$ cat src/edge_orientation_from_curvature_top_defines.svh
// Assertion macros shared by the edge orientation block
`ifndef EDGE_ORIENTATION_FROM_CURVATURE_TOP_DEFINES_SVH
`define EDGE_ORIENTATION_FROM_CURVATURE_TOP_DEFINES_SVH

// Flag a condition that must never be true at a clock edge outside reset.
`define EOFC_NEVER(label, cond, msg) \
   label: assert property (@(posedge clock) disable iff (reset) !(cond)) else $error(msg);

// Flag an antecedent that is not met by its consequent in the same cycle.
`define EOFC_IMPLY(label, ante, cons, msg) \
   label: assert property (@(posedge clock) disable iff (reset) (ante) |-> (cons)) \
      else $error(msg);

`endif

$ cat src/eofc_pkg.sv
// Shared types, constants and the arctangent table of the edge orientation block
`default_nettype none

package eofc_pkg;

   localparam int SAMPLE_W      = 16;
   localparam int CFG_W         = 11;
   localparam int OUT_POS_W     = 10;
   localparam int ORIENT_W      = 16;
   localparam int MIN_DIM       = 3;
   localparam int SLOT_W        = 2;
   localparam int DERIV_W       = 22;
   localparam int ROT_W         = 24;
   localparam int ANGLE_W       = 22;
   localparam int CORDIC_STEPS  = 20;
   localparam int STEP_W        = 5;
   localparam int ATAN_W        = 19;
   localparam int ROUND_SHIFT   = 4;
   localparam int QUEUE_DEPTH   = 4;
   localparam int QUEUE_PTR_W   = 2;
   localparam int SAMPLE_COUNT  = 12;
   localparam int READ_W        = 4;

   localparam logic [CFG_W-1:0] WIDTH_RESET  = 11'd640;
   localparam logic [CFG_W-1:0] HEIGHT_RESET = 11'd480;

   localparam logic OP_PIXEL = 1'b0;
   localparam logic OP_DRAIN = 1'b1;

   localparam logic CSR_FRAME_WIDTH  = 1'b0;
   localparam logic CSR_FRAME_HEIGHT = 1'b1;

   localparam logic [ORIENT_W-1:0] ORIENT_VERTICAL = 16'd32768;
   localparam logic [ORIENT_W-1:0] ORIENT_ZERO     = 16'd0;
   localparam logic [ANGLE_W-1:0]  ANGLE_TURN      = 22'd1048576;
   localparam logic [ANGLE_W-1:0]  ROUND_HALF      = 22'd8;

   typedef enum logic [1:0] {
      JOB_STORE,
      JOB_PIXEL,
      JOB_DRAIN
   } job_kind_type;

   typedef struct packed {
      logic full;
      logic empty;
   } queue_status_type;

   // atan(2^-i) in units of pi/2^20
   function automatic logic [ATAN_W-1:0] atan_step(input logic [STEP_W-1:0] i);
      logic [ATAN_W-1:0] a;
      case (i)
         5'd0:    a = 19'd262144;
         5'd1:    a = 19'd154753;
         5'd2:    a = 19'd81767;
         5'd3:    a = 19'd41506;
         5'd4:    a = 19'd20834;
         5'd5:    a = 19'd10427;
         5'd6:    a = 19'd5215;
         5'd7:    a = 19'd2608;
         5'd8:    a = 19'd1304;
         5'd9:    a = 19'd652;
         5'd10:   a = 19'd326;
         5'd11:   a = 19'd163;
         5'd12:   a = 19'd81;
         5'd13:   a = 19'd41;
         5'd14:   a = 19'd20;
         5'd15:   a = 19'd10;
         5'd16:   a = 19'd5;
         5'd17:   a = 19'd3;
         5'd18:   a = 19'd1;
         5'd19:   a = 19'd1;
         default: a = 19'd0;
      endcase
      return a;
   endfunction

endpackage

`default_nettype wire

$ cat src/eofc_queue.sv
// Short job queue between the classifying front end and the compute back end
`default_nettype none

module eofc_queue import eofc_pkg::*; #(
   parameter int WIDTH = 8
) (
   input  logic             clock,
   input  logic             reset,
   input  logic             push,
   input  logic [WIDTH-1:0] push_data,
   input  logic             pop,
   output logic [WIDTH-1:0] pop_data,
   output queue_status_type status
);

   logic [WIDTH-1:0]       entry_ff [QUEUE_DEPTH];
   logic [QUEUE_PTR_W-1:0] wr_ptr_ff;
   logic [QUEUE_PTR_W-1:0] rd_ptr_ff;
   logic [QUEUE_PTR_W:0]   count_ff;

   assign status.full  = (count_ff == (QUEUE_PTR_W+1)'(QUEUE_DEPTH));
   assign status.empty = (count_ff == '0);
   assign pop_data     = entry_ff[rd_ptr_ff];

   always_ff @(posedge clock) begin
      if (push) begin
         entry_ff[wr_ptr_ff] <= push_data;
      end
   end

   always_ff @(posedge clock) begin
      if (reset) begin
         wr_ptr_ff <= '0;
         rd_ptr_ff <= '0;
         count_ff  <= '0;
      end else begin
         if (push) begin
            wr_ptr_ff <= wr_ptr_ff + 1'b1;
         end
         if (pop) begin
            rd_ptr_ff <= rd_ptr_ff + 1'b1;
         end
         case ({push, pop})
            2'b10:   count_ff <= count_ff + 1'b1;
            2'b01:   count_ff <= count_ff - 1'b1;
            default: count_ff <= count_ff;
         endcase
      end
   end

endmodule

`default_nettype wire

$ cat config.mk
export PLATFORM = sky130hd
export DESIGN_NAME = eofc_queue
export DESIGN_NICKNAME = d
export VERILOG_FILES = /design/src/edge_orientation_from_curvature_top_defines.svh /design/src/eofc_pkg.sv /design/src/eofc_queue.sv
export SDC_FILE = /design/constraint.sdc
export NUM_CORES = 1
export LEC_CHECK = 0
export BUFFER_PORTS_ARGS = -buffer_cell sky130_fd_sc_hd__buf_2
export CAP_MARGIN = 20
export CORE_AREA = 3 3 50 70
export DETAILED_ROUTE_END_ITERATION = 7
export DIE_AREA = 0 0 53 73
export PLACE_DENSITY = 0.85
export SETUP_SLACK_MARGIN = 0.05
export SLEW_MARGIN = 20
export SYNTH_ARGS = -nofsm -noshare
export SYNTH_HDL_FRONTEND = slang
export SYNTH_SLANG_ARGS = --single-unit
export TNS_END_PERCENT = 5
$ cat constraint.sdc
create_clock -name clock -period 2.9 [get_ports clock]
set_input_delay 0 -clock clock [delete_from_list [all_inputs] [get_ports clock]]
set_output_delay 0 -clock clock [all_outputs]
set_load 0.01 [all_outputs]
Word-level counts from Yosys, hierarchy flattened. Memories as Yosys holds them, arrays and structs flattened. A register that Yosys moved wholly into a read port is not among the register bits. Cells that the tools add are included.

Register bits after elaboration: 7. Latch bits: 0. Memory bits (writable): 32. Bits in read-only memories: 0. Input port bits: 12. Output and inout bits: 10. Word-level logic and storage cells: 18. Memories kept: 1.

Add/subtract/negate cells: 4. Multipliers: 0. Div/mod/pow operators: 0. $lt $le $gt $ge: 0. Equality and inequality tests: 3. Shifts and indexed selects: 0. Muxes and demuxes: 5. Bitwise operators: 0. Reduce and logical (&&, ||, !) cells: 2.

Memories: entry_ff (depth 4, bits a word 8, rd ports 1, clocked after Yosys merged registers in 1, write ports 1, RTL line eofc_queue.sv:16) `logic [WIDTH-1:0] entry_ff [QUEUE_DEPTH];`.

Operators with widths (number): case mux 3 bit (2 select lines) (1); adder 2 x 1 -> 2 bit, second input constant (2); two-way mux 2 bit (2); adder 3 x 1 -> 3 bit, second input constant (1); == test 3 bit, second input constant (1); logical NOT 3 bit (1); subtractor 3 x 1 -> 3 bit, second input constant (1); == test 2 x 1 -> 1 bit, second input constant (1); == test 2 bit, second input constant (1); two-way mux 1 bit (2); nonzero test 2 bit (1).

Logic depth before layout (Yosys ltp).
Word-level depth: 3. Gate-level depth with buffers: 7. Gate-level depth less buffers: 7.

Worst setup path before layout. No wires, ideal clock.

Kind: register to register. Start: reg count_ff[0]. End: reg count_ff[2]. Library setup time: 0.070 ns. Arrival: 1.391 ns. Path slack: 1.439 ns. Stages on the path, launching flop included: 6. Path through: dfxtp_1 inv_1 fa_1 xor2_1 or3_1 a21oi_1.

Word-level cells in the longest chain between the ends: 2.

RTL lines: start: declaration (RTL line eofc_queue.sv:19) `logic [QUEUE_PTR_W:0] count_ff;`; start signal: assignment (RTL line eofc_queue.sv:44) `2'b10: count_ff <= count_ff + 1'b1;`; start signal: assignment (RTL line eofc_queue.sv:45) `2'b01: count_ff <= count_ff - 1'b1;`; start signal: assignment (RTL line eofc_queue.sv:46) `default: count_ff <= count_ff;`; subtractor 3 x 1 -> 3 bit / adder 3 x 1 -> 3 bit (equally long branches) (RTL line eofc_queue.sv:45, eofc_queue.sv:44); case mux 3 bit (2 select lines) (*) (RTL line eofc_queue.sv:43) `case ({push, pop})`.

Every way passes the cells marked *; elsewhere a longest branch is shown, timed or not. A chain may end at the register's enable or synchronous reset.

==> impl_results.md <==
* Outcome: finished clean
* Yosys cell types at 20
* Core box area at just under 0.003 mm²
* Xor/xnor share of the synthesized area at ~2.8%
* Gr usage total at between 10% and 20%
* Slew headroom at about 65%
* CP arrival at approximately 1.7 ns
* Largest area contributor in the netlist: edfxtp_1
* TritonCTS clock tree: built
* Simple-gate share of the synthesized area at ~4.8%
* Drt via density at ~5
* Later-pin clock latency in the skew report at 0.28 ns
* Detail Placement HPWL at between 1.5 and 2 mm
* Element type at the critical path end: output port
* Fin. Hold Viols at 0
* Avg Cell Area, Syn at around 18 µm²
* Syn Inst Count at a little under 90
* Worst r2r dst: count_ff[2]
* Largest family of logic cells by synthesized area: multiplexers
* CTS Buffer Depth at 2
* Number of port buffers at 21
* Clock Sinks at a little over 40
* Slack of the worst reg-to-reg path at approximately 1.4 ns
* Num CTS Buffers at 5
* Setup TNS at 0 ns
* RSZ-0062 raised after global routing: no
* Die W at 53 µm
* Yosys top cell area share at slightly above 60%
* Tightest Pin Transition at about 0.52 ns
* Mux cell area share after synthesis at a little under an eighth
* VDD IR max at ~450 µV
* Post-synth ARST share at 0%
* Fmax achieved at around 600 MHz
* Largest net degree at the start of global routing at 13
* Grt ovf at 0
* Period utilisation layout at 57.69%
* P per Cell Area at 618.8 mW/mm²
* # nets final at around 140
* GPL Wtd Cong at roughly 0.67
* WP data required at between 2 and 3 ns
* FF-to-FF Start: count_ff[0]
* Adder-cell area share of the yosys netlist at approximately 5.2%
* Die Y at roughly 73 µm
* Leakage at about 0.7 nW
* Minimum clock period at between 1.5 and 2 ns
* # DRC at 0
* CTS H-tree lvls at 2
* First-pass GRT wire length at between 3 and 4 mm
* Initial antenna violation count at 0
* Starting Density at ~55%
* DRT Wirelength at between 2 and 2.5 mm
* N_diodes at 0
* Syn. warnings at 0
* Synth Area in Compound Gates at less than 1%
* Worst hold stages at 3
* Num ports at 22
* Hold_ws at 0.02945 ns
* Inst Count DP at roughly 140
* CP startpoint kind: flip-flop
* Syn Nets at ~110
* Share of post-route cells with drive strength above 1 at around 29%
* Number of enable flip-flop cells after synthesis at 32
* Hold Path Class: primary input to flip-flop
* Antenna Nets Post-Route at 0
* 1st-iter DRT viols at 40
* Setup repair bufs after CTS at 0
* Crit path kind: flip-flop to output port
* CTS Root Cell: clkbuf_8
* Max Fanout on Critical Path at 8
* # rows at 23
* Vias at between 800 and 900
* Hold Crit Start: pop
* Die area at 0.003869 mm²
* Synth-to-layout area growth at 19.10%
* Fin. max-slew vios at 0
* Non-filler instance count after layout at roughly 160
* Post-CTS sizing at 0
* Worst Clk Skew at around 0.0032 ns
* MaxCap Viol Count at 0
* Ranking of synthesized cells by area: edfxtp_1 60%, dfxtp_1 11%, mux4_2 11%
* #FFs+latches synth at 41
* Most used DFF post-synth: edfxtp_1
* FILL cells at 208
* Post-synthesis sequential area ratio at a little under three quarters
* Final number of setup-violating endpoints at 0
* Clock slew at reported path FFs at ~0.070 ns
* Routed WL per cell at 14.06 µm
* # hold bufs at CTS at 9
* Number of global-route vias before repair at roughly 870
* Synthesized area at 0.001592 mm²
* TritonRoute pass-1 iters at 4
* Worst-case reg-to-reg path depth at 5
flip-flops by register name, indices dropped and copies added (netlist names), named ones only:
name       cells
rd_ptr_ff      2
entry_ff      32
count_ff       3
wr_ptr_ff      2
synthesized netlist by cell type (2+ instances only):
cell type	n
edfxtp_1	32
dfxtp_1	9
mux4_2	8
nor2_1	8
inv_1	6
ha_1	5
and2_1	4
xor2_1	3
a21oi_1	2
xnor2_1	2
cell usage in the layout, fill, tap and decap left out, types with 2 or more instances in the layout:
cell and instances:
xor2_1 3, edfxtp_1 32, mux4_2 8, clkbuf_8 5
inv_1 6, buf_2 21, nor2_1 8, and2_1 4
xnor2_1 2, a21oi_1 2, dfxtp_1 9, clkinv_2 2
dlygate4sd3_1 9, ha_1 5
how the worst max path moves through the flow:
stage | from | to | slack [ns]
floorplan | count_ff[0] | count_ff[2] | 1.44
global placement | count_ff[0] | count_ff[2] | 1.43
detailed placement | count_ff[0] | count_ff[2] | 1.35
CTS | flip-flop | pop_data[6] | 1.16
global route | flip-flop | pop_data[6] | 1.10
finish | flip-flop | pop_data[6] | 1.23
stage by stage:
step	power (W)	util [%]	setup WS, ns	area (µm²)
CTS	0.001190	65.22	1.163	1896
detailed placement	0.0008421	59.28	1.347	1723
floorplan	0.0007924	-	1.439	1592
global route	0.001234	65.22	1.103	1896
global placement	0.0008330	59.28	1.429	1723
finish	0.001173	65.22	1.227	1896
critical path, stage by stage, from the launching register on:
cell     delay, ns
dfxtp_1       0.65
mux4_2        0.58
buf_2         0.16
routing by layer:
metal | vias up | GRT usage, % | wire [µm]
li1 | 395 | - | -
met1 | 383 | 17.64 | 952
met2 | 25 | 23.76 | 1151
met3 | 2 | 5.521 | 130
met4 | 0 | 5.966 | 29
met5 | - | 0 | 0
cell families after synthesis:
group	after synthesis
compound gates	3
buf+inv	9
flops	41
simple gates	16
fa+ha+maj	6
xor+xnor	5
mux	9
where the power goes:
| part | switching, W | internal [W] | leakage (nW) |
|---|---|---|---|
| sequential | 0.0000237 | 0.000669 | 0.368 |
| clock | 0.000171 | 0.000166 | 0.0450 |
| combinational | 0.0000671 | 0.0000749 | 0.287 |
layout make-up:
class                   count  area [µm²]  share of cell area [%]
multi-input cells          39       407.9                   21.52
inverters                   6       22.52                   1.188
repair buffers             30       195.2                   10.30
well taps                  37       46.29                   2.442
flip-flops and latches     41        1141                   60.20
clock buffers               6       72.57                   3.828
clock inverters             2       10.01                  0.5281
Note: power is estimated with default switching activity, not from simulation.
