--- config.mk ---
export PLATFORM = sky130hd
export DESIGN_NAME = eofc_front
export DESIGN_NICKNAME = d
export VERILOG_FILES = /design/src/edge_orientation_from_curvature_top_defines.svh /design/src/eofc_pkg.sv /design/src/eofc_front.sv
export SDC_FILE = /design/constraint.sdc
export NUM_CORES = 1
export LEC_CHECK = 0
export ABC_AREA = 1
export BUFFER_PORTS_ARGS = -buffer_cell sky130_fd_sc_hd__buf_4
export CAP_MARGIN = 20
export CORE_MARGIN = 2
export CORE_UTILIZATION = 40
export CTS_CLUSTER_DIAMETER = 150
export DETAILED_ROUTE_END_ITERATION = 10
export PLACE_DENSITY = 0.7
export SYNTH_ARGS = -nofsm -noshare
export SYNTH_HDL_FRONTEND = slang
export SYNTH_SLANG_ARGS = --single-unit
export TNS_END_PERCENT = 10
--- constraint.sdc ---
create_clock -name clock -period 8.52 [get_ports clock]
set_clock_uncertainty 0.2 [all_clocks]
set_input_delay 1.704 -clock clock [delete_from_list [all_inputs] [get_ports clock]]
set_output_delay 1.704 -clock clock [all_outputs]
set_load 0.03 [all_outputs]
--- src/edge_orientation_from_curvature_top_defines.svh ---
// Assertion macros shared by the edge orientation block
`ifndef EDGE_ORIENTATION_FROM_CURVATURE_TOP_DEFINES_SVH
`define EDGE_ORIENTATION_FROM_CURVATURE_TOP_DEFINES_SVH

// Flag a condition that must never be true at a clock edge outside reset.
`define EOFC_NEVER(label, cond, msg) \
   label: assert property (@(posedge clock) disable iff (reset) !(cond)) else $error(msg);

// Flag an antecedent that is not met by its consequent in the same cycle.
`define EOFC_IMPLY(label, ante, cons, msg) \
   label: assert property (@(posedge clock) disable iff (reset) (ante) |-> (cons)) \
      else $error(msg);

`endif

--- src/eofc_pkg.sv ---
// Shared types, constants and the arctangent table of the edge orientation block
`default_nettype none

package eofc_pkg;

   localparam int SAMPLE_W      = 16;
   localparam int CFG_W         = 11;
   localparam int OUT_POS_W     = 10;
   localparam int ORIENT_W      = 16;
   localparam int MIN_DIM       = 3;
   localparam int SLOT_W        = 2;
   localparam int DERIV_W       = 22;
   localparam int ROT_W         = 24;
   localparam int ANGLE_W       = 22;
   localparam int CORDIC_STEPS  = 20;
   localparam int STEP_W        = 5;
   localparam int ATAN_W        = 19;
   localparam int ROUND_SHIFT   = 4;
   localparam int QUEUE_DEPTH   = 4;
   localparam int QUEUE_PTR_W   = 2;
   localparam int SAMPLE_COUNT  = 12;
   localparam int READ_W        = 4;

   localparam logic [CFG_W-1:0] WIDTH_RESET  = 11'd640;
   localparam logic [CFG_W-1:0] HEIGHT_RESET = 11'd480;

   localparam logic OP_PIXEL = 1'b0;
   localparam logic OP_DRAIN = 1'b1;

   localparam logic CSR_FRAME_WIDTH  = 1'b0;
   localparam logic CSR_FRAME_HEIGHT = 1'b1;

   localparam logic [ORIENT_W-1:0] ORIENT_VERTICAL = 16'd32768;
   localparam logic [ORIENT_W-1:0] ORIENT_ZERO     = 16'd0;
   localparam logic [ANGLE_W-1:0]  ANGLE_TURN      = 22'd1048576;
   localparam logic [ANGLE_W-1:0]  ROUND_HALF      = 22'd8;

   typedef enum logic [1:0] {
      JOB_STORE,
      JOB_PIXEL,
      JOB_DRAIN
   } job_kind_type;

   typedef struct packed {
      logic full;
      logic empty;
   } queue_status_type;

   // atan(2^-i) in units of pi/2^20
   function automatic logic [ATAN_W-1:0] atan_step(input logic [STEP_W-1:0] i);
      logic [ATAN_W-1:0] a;
      case (i)
         5'd0:    a = 19'd262144;
         5'd1:    a = 19'd154753;
         5'd2:    a = 19'd81767;
         5'd3:    a = 19'd41506;
         5'd4:    a = 19'd20834;
         5'd5:    a = 19'd10427;
         5'd6:    a = 19'd5215;
         5'd7:    a = 19'd2608;
         5'd8:    a = 19'd1304;
         5'd9:    a = 19'd652;
         5'd10:   a = 19'd326;
         5'd11:   a = 19'd163;
         5'd12:   a = 19'd81;
         5'd13:   a = 19'd41;
         5'd14:   a = 19'd20;
         5'd15:   a = 19'd10;
         5'd16:   a = 19'd5;
         5'd17:   a = 19'd3;
         5'd18:   a = 19'd1;
         5'd19:   a = 19'd1;
         default: a = 19'd0;
      endcase
      return a;
   endfunction

endpackage

`default_nettype wire

--- src/eofc_front.sv ---
// Front end: accept words, track raster and drain positions, queue jobs
`default_nettype none

module eofc_front import eofc_pkg::*; #(
   parameter int MAX_WIDTH  = 1024,
   parameter int MAX_HEIGHT = 1024,
   parameter int COL_W      = 10,
   parameter int ROW_W      = 10,
   parameter int JOB_W      = 73
) (
   input  logic                 clock,
   input  logic                 reset,
   input  logic                 req_valid,
   output logic                 req_ready,
   input  logic                 opcode,
   input  logic [SAMPLE_W-1:0]  edge_value,
   input  logic [CFG_W-1:0]     cfg_width,
   input  logic [CFG_W-1:0]     cfg_height,
   input  queue_status_type     q_status,
   output logic                 q_push,
   output logic [JOB_W-1:0]     q_data
);

   localparam int FW_W = COL_W + 1;
   localparam int FH_W = ROW_W + 1;

   typedef struct packed {
      job_kind_type        kind;
      logic                frame_end;
      logic [SAMPLE_W-1:0] value;
      logic [ROW_W-1:0]    cur_row;
      logic [ROW_W-1:0]    row;
      logic [COL_W-1:0]    col;
      logic [FW_W-1:0]     fw;
      logic [FH_W-1:0]     fh;
   } job_type;

   function automatic logic [FW_W-1:0] clamp_w(input logic [CFG_W-1:0] v);
      logic [FW_W-1:0] r;
      if (32'(v) < 32'(MIN_DIM)) r = FW_W'(MIN_DIM);
      else if (32'(v) > 32'(MAX_WIDTH)) r = FW_W'(MAX_WIDTH);
      else r = FW_W'(v);
      return r;
   endfunction

   function automatic logic [FH_W-1:0] clamp_h(input logic [CFG_W-1:0] v);
      logic [FH_W-1:0] r;
      if (32'(v) < 32'(MIN_DIM)) r = FH_W'(MIN_DIM);
      else if (32'(v) > 32'(MAX_HEIGHT)) r = FH_W'(MAX_HEIGHT);
      else r = FH_W'(v);
      return r;
   endfunction

   logic [COL_W-1:0] in_col_ff, in_col_in;
   logic [ROW_W-1:0] in_row_ff, in_row_in;
   logic [COL_W-1:0] out_col_ff, out_col_in;
   logic [ROW_W-1:0] out_row_ff, out_row_in;
   logic             draining_ff, draining_in;
   logic [FW_W-1:0]  fw_ff, fw_in;
   logic [FH_W-1:0]  fh_ff, fh_in;

   logic            accept;
   logic            first;
   logic            take_pixel;
   logic            take_drain;
   logic            drain_last;
   logic [FW_W-1:0] fw_use;
   logic [FH_W-1:0] fh_use;
   logic [FW_W-1:0] col_inc;
   logic [FH_W-1:0] row_inc;
   logic [FW_W-1:0] out_col_inc;
   job_type         job;

   assign req_ready = !q_status.full;
   assign q_data    = job;

   always_comb begin
      accept      = req_valid && req_ready;
      first       = (in_col_ff == '0) && (in_row_ff == '0);
      fw_use      = first ? clamp_w(cfg_width) : fw_ff;
      fh_use      = first ? clamp_h(cfg_height) : fh_ff;
      take_pixel  = accept && (opcode == OP_PIXEL) && !draining_ff;
      take_drain  = accept && (opcode == OP_DRAIN) && draining_ff;
      col_inc     = {1'b0, in_col_ff} + 1'b1;
      row_inc     = {1'b0, in_row_ff} + 1'b1;
      out_col_inc = {1'b0, out_col_ff} + 1'b1;
      drain_last  = ({1'b0, out_col_ff} >= fw_ff - 1'b1) &&
                    ({1'b0, out_row_ff} >= fh_ff - 1'b1);

      in_col_in   = in_col_ff;
      in_row_in   = in_row_ff;
      out_col_in  = out_col_ff;
      out_row_in  = out_row_ff;
      draining_in = draining_ff;
      fw_in       = fw_ff;
      fh_in       = fh_ff;

      job.kind      = JOB_STORE;
      job.frame_end = 1'b0;
      job.value     = edge_value;
      job.cur_row   = in_row_ff;
      job.row       = in_row_ff;
      job.col       = in_col_ff;
      job.fw        = fw_use;
      job.fh        = fh_use;
      q_push        = 1'b0;

      if (take_pixel) begin
         q_push = 1'b1;
         // rows 0 and 1 only fill the line store
         if (in_row_ff >= ROW_W'(2)) begin
            job.kind = JOB_PIXEL;
            job.row  = in_row_ff - ROW_W'(2);
         end
         fw_in = fw_use;
         fh_in = fh_use;
         if (col_inc >= fw_use) begin
            in_col_in = '0;
            if (row_inc >= fh_use) begin
               in_row_in   = '0;
               draining_in = 1'b1;
               out_col_in  = '0;
               out_row_in  = ROW_W'(fh_use - FH_W'(2));
            end else begin
               in_row_in = row_inc[ROW_W-1:0];
            end
         end else begin
            in_col_in = col_inc[COL_W-1:0];
         end
      end else if (take_drain) begin
         q_push        = 1'b1;
         job.kind      = JOB_DRAIN;
         job.frame_end = drain_last;
         job.cur_row   = out_row_ff;
         job.row       = out_row_ff;
         job.col       = out_col_ff;
         job.fw        = fw_ff;
         job.fh        = fh_ff;
         if (out_col_inc >= fw_ff) begin
            out_col_in = '0;
            out_row_in = out_row_ff + 1'b1;
         end else begin
            out_col_in = out_col_inc[COL_W-1:0];
         end
         if (drain_last) begin
            draining_in = 1'b0;
            out_col_in  = '0;
            out_row_in  = '0;
         end
      end
   end

   always_ff @(posedge clock) begin
      if (reset) begin
         in_col_ff   <= '0;
         in_row_ff   <= '0;
         out_col_ff  <= '0;
         out_row_ff  <= '0;
         draining_ff <= 1'b0;
         fw_ff       <= clamp_w(WIDTH_RESET);
         fh_ff       <= clamp_h(HEIGHT_RESET);
      end else begin
         in_col_ff   <= in_col_in;
         in_row_ff   <= in_row_in;
         out_col_ff  <= out_col_in;
         out_row_ff  <= out_row_in;
         draining_ff <= draining_in;
         fw_ff       <= fw_in;
         fh_ff       <= fh_in;
      end
   end

endmodule

`default_nettype wire

# After elaboration in Yosys (flattened, before gate mapping)
# Index checks and enable logic that the tools add are counted.
# totals
elab_cells	82
inputBits	44
reg_bits	63
# op_classes
n_mux	36
n_bitwise	1
n_reduce_logical	18
eq_ne	2
magnitude_cmp	10
addsub	8
# ops
cell	n
10-bit 2-to-1 mux	17
11-bit 2-to-1 mux	6
52-bit 2-to-1 mux	1
10-bit by 1-bit adder with 11-bit output (second input constant)	3
11-bit greater-or-equal comparator	3
32-bit 2-to-1 mux	1
10-bit by 11-bit greater-or-equal comparator with 1-bit output	2
11-bit greater-than comparator (second input constant)	2
11-bit by 2-bit less-than comparator with 1-bit output (second input constant)	2
11-bit by 1-bit subtractor with 11-bit output (second input constant)	2
10-bit logical NOT	2
10-bit by 2-bit subtractor with 10-bit output (second input constant)	2
10-bit by 1-bit adder with 10-bit output (second input constant)	1
10-bit by 2-bit greater-or-equal comparator with 1-bit output (second input constant)	1
1-bit 2-to-1 mux	9
4-bit AND reduction	2
1-bit logical AND	7
2-bit by 1-bit != test with 1-bit output (second input constant)	2
2-bit nonzero test	2
3-bit 2-to-1 mux	1
3-bit AND reduction	1
3-bit nonzero test	1
1-bit logical NOT	2
2-bit 2-to-1 mux	1
2 further kinds	2

# Longest topological paths before layout
# depth
word_depth	8
mapped_depth	22

# Worst setup path after synthesis
# No wires, ideal clock.
# synth_timing
path_kind	in2out
from	input q_status[1] in the netlist's numbering
to	output q_data[42]
required_time_ps	6616
cell_stages	8
t_arrival_ps	3865
path_slack_ps	2751
path_cell_list	inv_2 > nand2_1 > nor3_1 > clkbuf_1 > clkbuf_1 > clkbuf_1 > o21ai_0 > buf_4
# synth_between
elab_chain_len	6
# synth_rtl
item	line	text
start: declaration	eofc_front.sv:19	input queue_status_type q_status,
1-bit logical NOT *	eofc_front.sv:74	assign req_ready = !q_status.full;
1-bit logical AND *	eofc_front.sv:78	accept = req_valid && req_ready;
1-bit logical AND (2 in series)	eofc_front.sv:83	take_drain = accept && (opcode == OP_DRAIN) && draining_ff;
52-bit 2-to-1 mux	eofc_front.sv:130	end else if (take_drain) begin
10-bit 2-to-1 mux *	eofc_front.sv:108	if (take_pixel) begin
end: declaration	eofc_front.sv:21	output logic [JOB_W-1:0] q_data
# Every way passes the cells marked *; elsewhere a longest branch is shown, timed or not.

# Worst setup path in the final report
# layout_timing
from	input q_status[1] in the netlist's numbering
to	output q_data[34]
# The elaborated chain is that of the path after synthesis.

==> reports/summary.log <==
qor: route.iteration_count_of_the_initial_detailed_routing_pass 5
qor: cells_and_area.post_route_cells_drive_above_1_share 12.5%
qor: yosys.ys_warn_count 0
qor: route.route.met2.wl 9630 um
qor: global_routing.grt_remaining_overflow 0
qor: timing.maxSlewViolCount 0
qor: setup_path.reg2reg_depth 18
qor: die.die-height 133 um
qor: global_routing.grt_max_degree 77
qor: route.met3_wirelength 784 um
qor: worst_hold_path.worst_hold_path_type reg -> reg
qor: die.die_width 133 um
qor: route.drt-met1-wl 8430 um
qor: clocking.inserted_clock_buffers 9
qor: yosys.synth_area_leaders sky130_fd_sc_hd__dfxtp_1 19%, sky130_fd_sc_hd__nand2_1 16%, sky130_fd_sc_hd__ha_1 12%
qor: die.ioPinCount 119
qor: clocking.clock_pin_slew_reported_for_the_worst_setup_and_hold_paths_after_clock_tree_synthesis 0.05 ns
qor: clocking.ctsHtreeMaxLevel 3
qor: job.max_cap_viol_count 0
qor: timing.timing_worst_slew_pin_value 0.793 ns
qor: setup_path.setup_crit_path_kind in -> out
qor: route.drt_iter0_drc 681
qor: cells_and_area.antenna_cells 0
qor: die.design.die.area 0.0176 mm2
qor: timing.fin_hold_ws 0.303 ns
qor: route.routed_wirelength 19400 um
qor: timing.unrepaired_setup_endpoints_after_global_routing no
qor: placement.placement.io_buffers 83
qor: cells_and_area.final_common_cell sky130_fd_sc_hd__nand2_1
qor: cells_and_area.fin_area 0.00753 mm2
qor: timing.post-route-period-util 63.9%
qor: timing.max_clk_rate 184 MHz
qor: cells_and_area.multi_input_comb_area 0.00443 mm2
qor: pwr.power.ir.vdd_worst 86.5 uV
qor: clocking.ctsHoldBuffers 0
qor: route.detail-route-antenna-nets 0
qor: placement.globalplace.congestion 0.850
qor: yosys.syn_area 0.00664 mm2
qor: route.post_drt_wl_per_cell 14.2 um
qor: yosys.synth_area_per_cell 6.09 um2
qor: yosys.ys_types 43
qor: setup_path.critical_path.startpoint_type input port
qor: clocking.post-cts-setup-buffer-count 0
qor: timing.timing.final.crit_period 5.44 ns
qor: setup_path.cp.arrival 3.54 ns
qor: yosys.yosysTopAreaCell sky130_fd_sc_hd__dfxtp_1
qor: cells_and_area.fillers 1723
qor: global_routing.via_count_of_the_first_global_routing_pass 6572
qor: clocking.cts_tree done
qor: clocking.clk_path_buf_depth 2
qor: setup_path.endpoint_kind output pin
qor: placement.placement.setup.worst_slack 3.12 ns
qor: yosys.synth.yosys.seq_area_share 19.0%
qor: timing.max_slew_margin 47.1%
qor: clocking.post_cts_resized 0
qor: timing.setup_violations 0
qor: pwr.totalPowerFinal 859 uW
qor: yosys.syn_inst 1090
qor: setup_path.timing.critical_path.required 6.62 ns
qor: outcome.run_status completed
qor: placement.detailed_place.area 0.00727 mm2
qor: timing.tns 0 ns
qor: yosys.synth.ff_latch_count 63
qor: global_routing.global_route_wire_length_before_repair 32200 um
qor: placement.place.detailed.hpwl 14900 um
qor: clocking.clock_tree.root_cell sky130_fd_sc_hd__clkbuf_16
qor: pwr.power.density_cell_area 114 mW/mm2
qor: cells_and_area.final_cell_mix 276 x sky130_fd_sc_hd__nand2_1, 158 x sky130_fd_sc_hd__inv_1, 100 x sky130_fd_sc_hd__nor2_1
qor: die.placement_rows 47
qor: setup_path.critical_path_peak_fanout 76
qor: die.initial_utilization 40.5%
qor: global_routing.grt_antenna_before_repair 0
qor: route.drc_errors 0
qor: route.vias_post_dr 6936
qor: route.maxUsedRoutingLayer met4
qor: yosys.post-synth-top-area-fraction 19.0%
qor: timing.postLayoutSetupSlackWorst 3.08 ns
qor: clocking.clock_sink_count 63
qor: timing.hold_viol_final 0
qor: cells_and_area.areaGrowthSynthToFinish 13.4%
qor: route.via_density 5.10
qor: die.core_area 0.0164 mm2
qor: global_routing.grt.total_usage 22.6%
qor: cells_and_area.fin_nets 1245
qor: worst_hold_path.holdPathStages 2
qor: cells_and_area.flip_flop_and_latch_area 0.00126 mm2
qor: pwr.static-leakage-power 3.96 nW
qor: clocking.clk-insertion-delay-late 0.35 ns
-- per-layer routing --
layer,vias to the layer above,global-route usage (%)
li1,3586,-
met1,3162,27.1
met5,-,0
met2,152,40.2
met4,0,8.60
met3,36,3.83
-- path summary, 6_finish.rpt --
| kind | startpoint | slack (ns) | endpoint |
|---|---|---|---|
| max reg2reg | in_row_ff[1] | 4.11 | draining_ff |
| min reg2reg | fh_ff[0] | 0.30 | fh_ff[0] |
| max | q_status[1] | 3.08 | q_data[34] |
| min | fh_ff[0] | 0.30 | fh_ff[0] |
-- final cells by class --
cell class / count / share of cell area [%]
Multi-Input combinational cell: 802 / 58.9
Sequential cell: 63 / 16.8
Timing Repair Buffer: 87 / 8.68
Inverter: 173 / 8.63
Tap cell: 220 / 3.66
Clock buffer: 11 / 3.09
Clock inverter: 5 / 0.332
-- synth_stat cells --
cell	count
sky130_fd_sc_hd__buf_2	7
sky130_fd_sc_hd__nand2_1	276
sky130_fd_sc_hd__inv_1	159
sky130_fd_sc_hd__nand4_1	25
sky130_fd_sc_hd__nand2_2	5
sky130_fd_sc_hd__a2111oi_0	1
sky130_fd_sc_hd__inv_2	12
sky130_fd_sc_hd__o21ai_1	4
sky130_fd_sc_hd__nand3b_1	1
sky130_fd_sc_hd__clkbuf_1	22
sky130_fd_sc_hd__a21oi_1	65
sky130_fd_sc_hd__nor3_1	10
sky130_fd_sc_hd__nor2_2	9
sky130_fd_sc_hd__a31oi_1	3
sky130_fd_sc_hd__nor3_2	1
sky130_fd_sc_hd__buf_4	20
sky130_fd_sc_hd__o21ai_0	95
sky130_fd_sc_hd__or3_1	1
sky130_fd_sc_hd__dfxtp_1	63
sky130_fd_sc_hd__nand3_1	54
sky130_fd_sc_hd__o31ai_1	3
sky130_fd_sc_hd__conb_1	1
sky130_fd_sc_hd__buf_6	4
sky130_fd_sc_hd__a21oi_4	1
sky130_fd_sc_hd__nor3_4	1
sky130_fd_sc_hd__o22ai_1	4
sky130_fd_sc_hd__nand3_2	3
sky130_fd_sc_hd__o21a_1	3
sky130_fd_sc_hd__nor2_4	5
sky130_fd_sc_hd__nand2_4	1
sky130_fd_sc_hd__and3_1	2
sky130_fd_sc_hd__xnor2_1	3
sky130_fd_sc_hd__nor2_1	100
sky130_fd_sc_hd__o211ai_1	4
sky130_fd_sc_hd__nor4_1	5
sky130_fd_sc_hd__a21o_1	1
sky130_fd_sc_hd__o21bai_1	1
sky130_fd_sc_hd__o32ai_1	6
sky130_fd_sc_hd__ha_1	65
sky130_fd_sc_hd__nand3_4	2
sky130_fd_sc_hd__xor2_1	38
sky130_fd_sc_hd__clkinv_1	2
sky130_fd_sc_hd__nor3b_1	2
-- cells by family (layout without fill, tap and decap cells) --
group / after synthesis / after routing / share of synthesized area [%]
simple gates: 503 / 503 / 33.2
buf+inv: 226 / 276 / 14.5
compound gates: 191 / 191 / 15.5
fa+ha+maj: 65 / 65 / 12.3
flops: 63 / 63 / 19.0
xor+xnor: 41 / 41 / 5.41
other cells: 1 / 2 / 0.0565
-- report_power, final --
part	leakage, nW	switching, mW	internal (mW)
sequential	0.510	0.00693	0.301
clock	0.133	0.143	0.194
combinational	3.32	0.142	0.0723
-- flip-flops by register name, indices dropped and copies added, names as in the netlist --
register / cells
in_row_ff: 10
in_col_ff: 10
out_row_ff: 10
out_col_ff: 10
draining_ff: 1
fw_ff: 11
fh_ff: 11
-- critical path: stages --
cell and delay [ns]:
sky130_fd_sc_hd__buf_4 0.11, sky130_fd_sc_hd__inv_2 0.04, sky130_fd_sc_hd__nand2_1 0.09, sky130_fd_sc_hd__nor3_4 0.11, sky130_fd_sc_hd__buf_4 0.38, sky130_fd_sc_hd__inv_2 0.04
sky130_fd_sc_hd__buf_4 0.34, sky130_fd_sc_hd__nor2_1 0.24, sky130_fd_sc_hd__inv_1 0.06, sky130_fd_sc_hd__o21ai_0 0.16, sky130_fd_sc_hd__buf_4 0.19
-- through the flow --
step | util [%] | std cells
global placement | 44.3 | 1345
finish | 45.9 | 1361
global route | 45.9 | 1361
floorplan | - | 1091
detailed placement | 44.3 | 1345
CTS | 45.9 | 1361
Note: power is estimated with default switching activity, not from simulation.
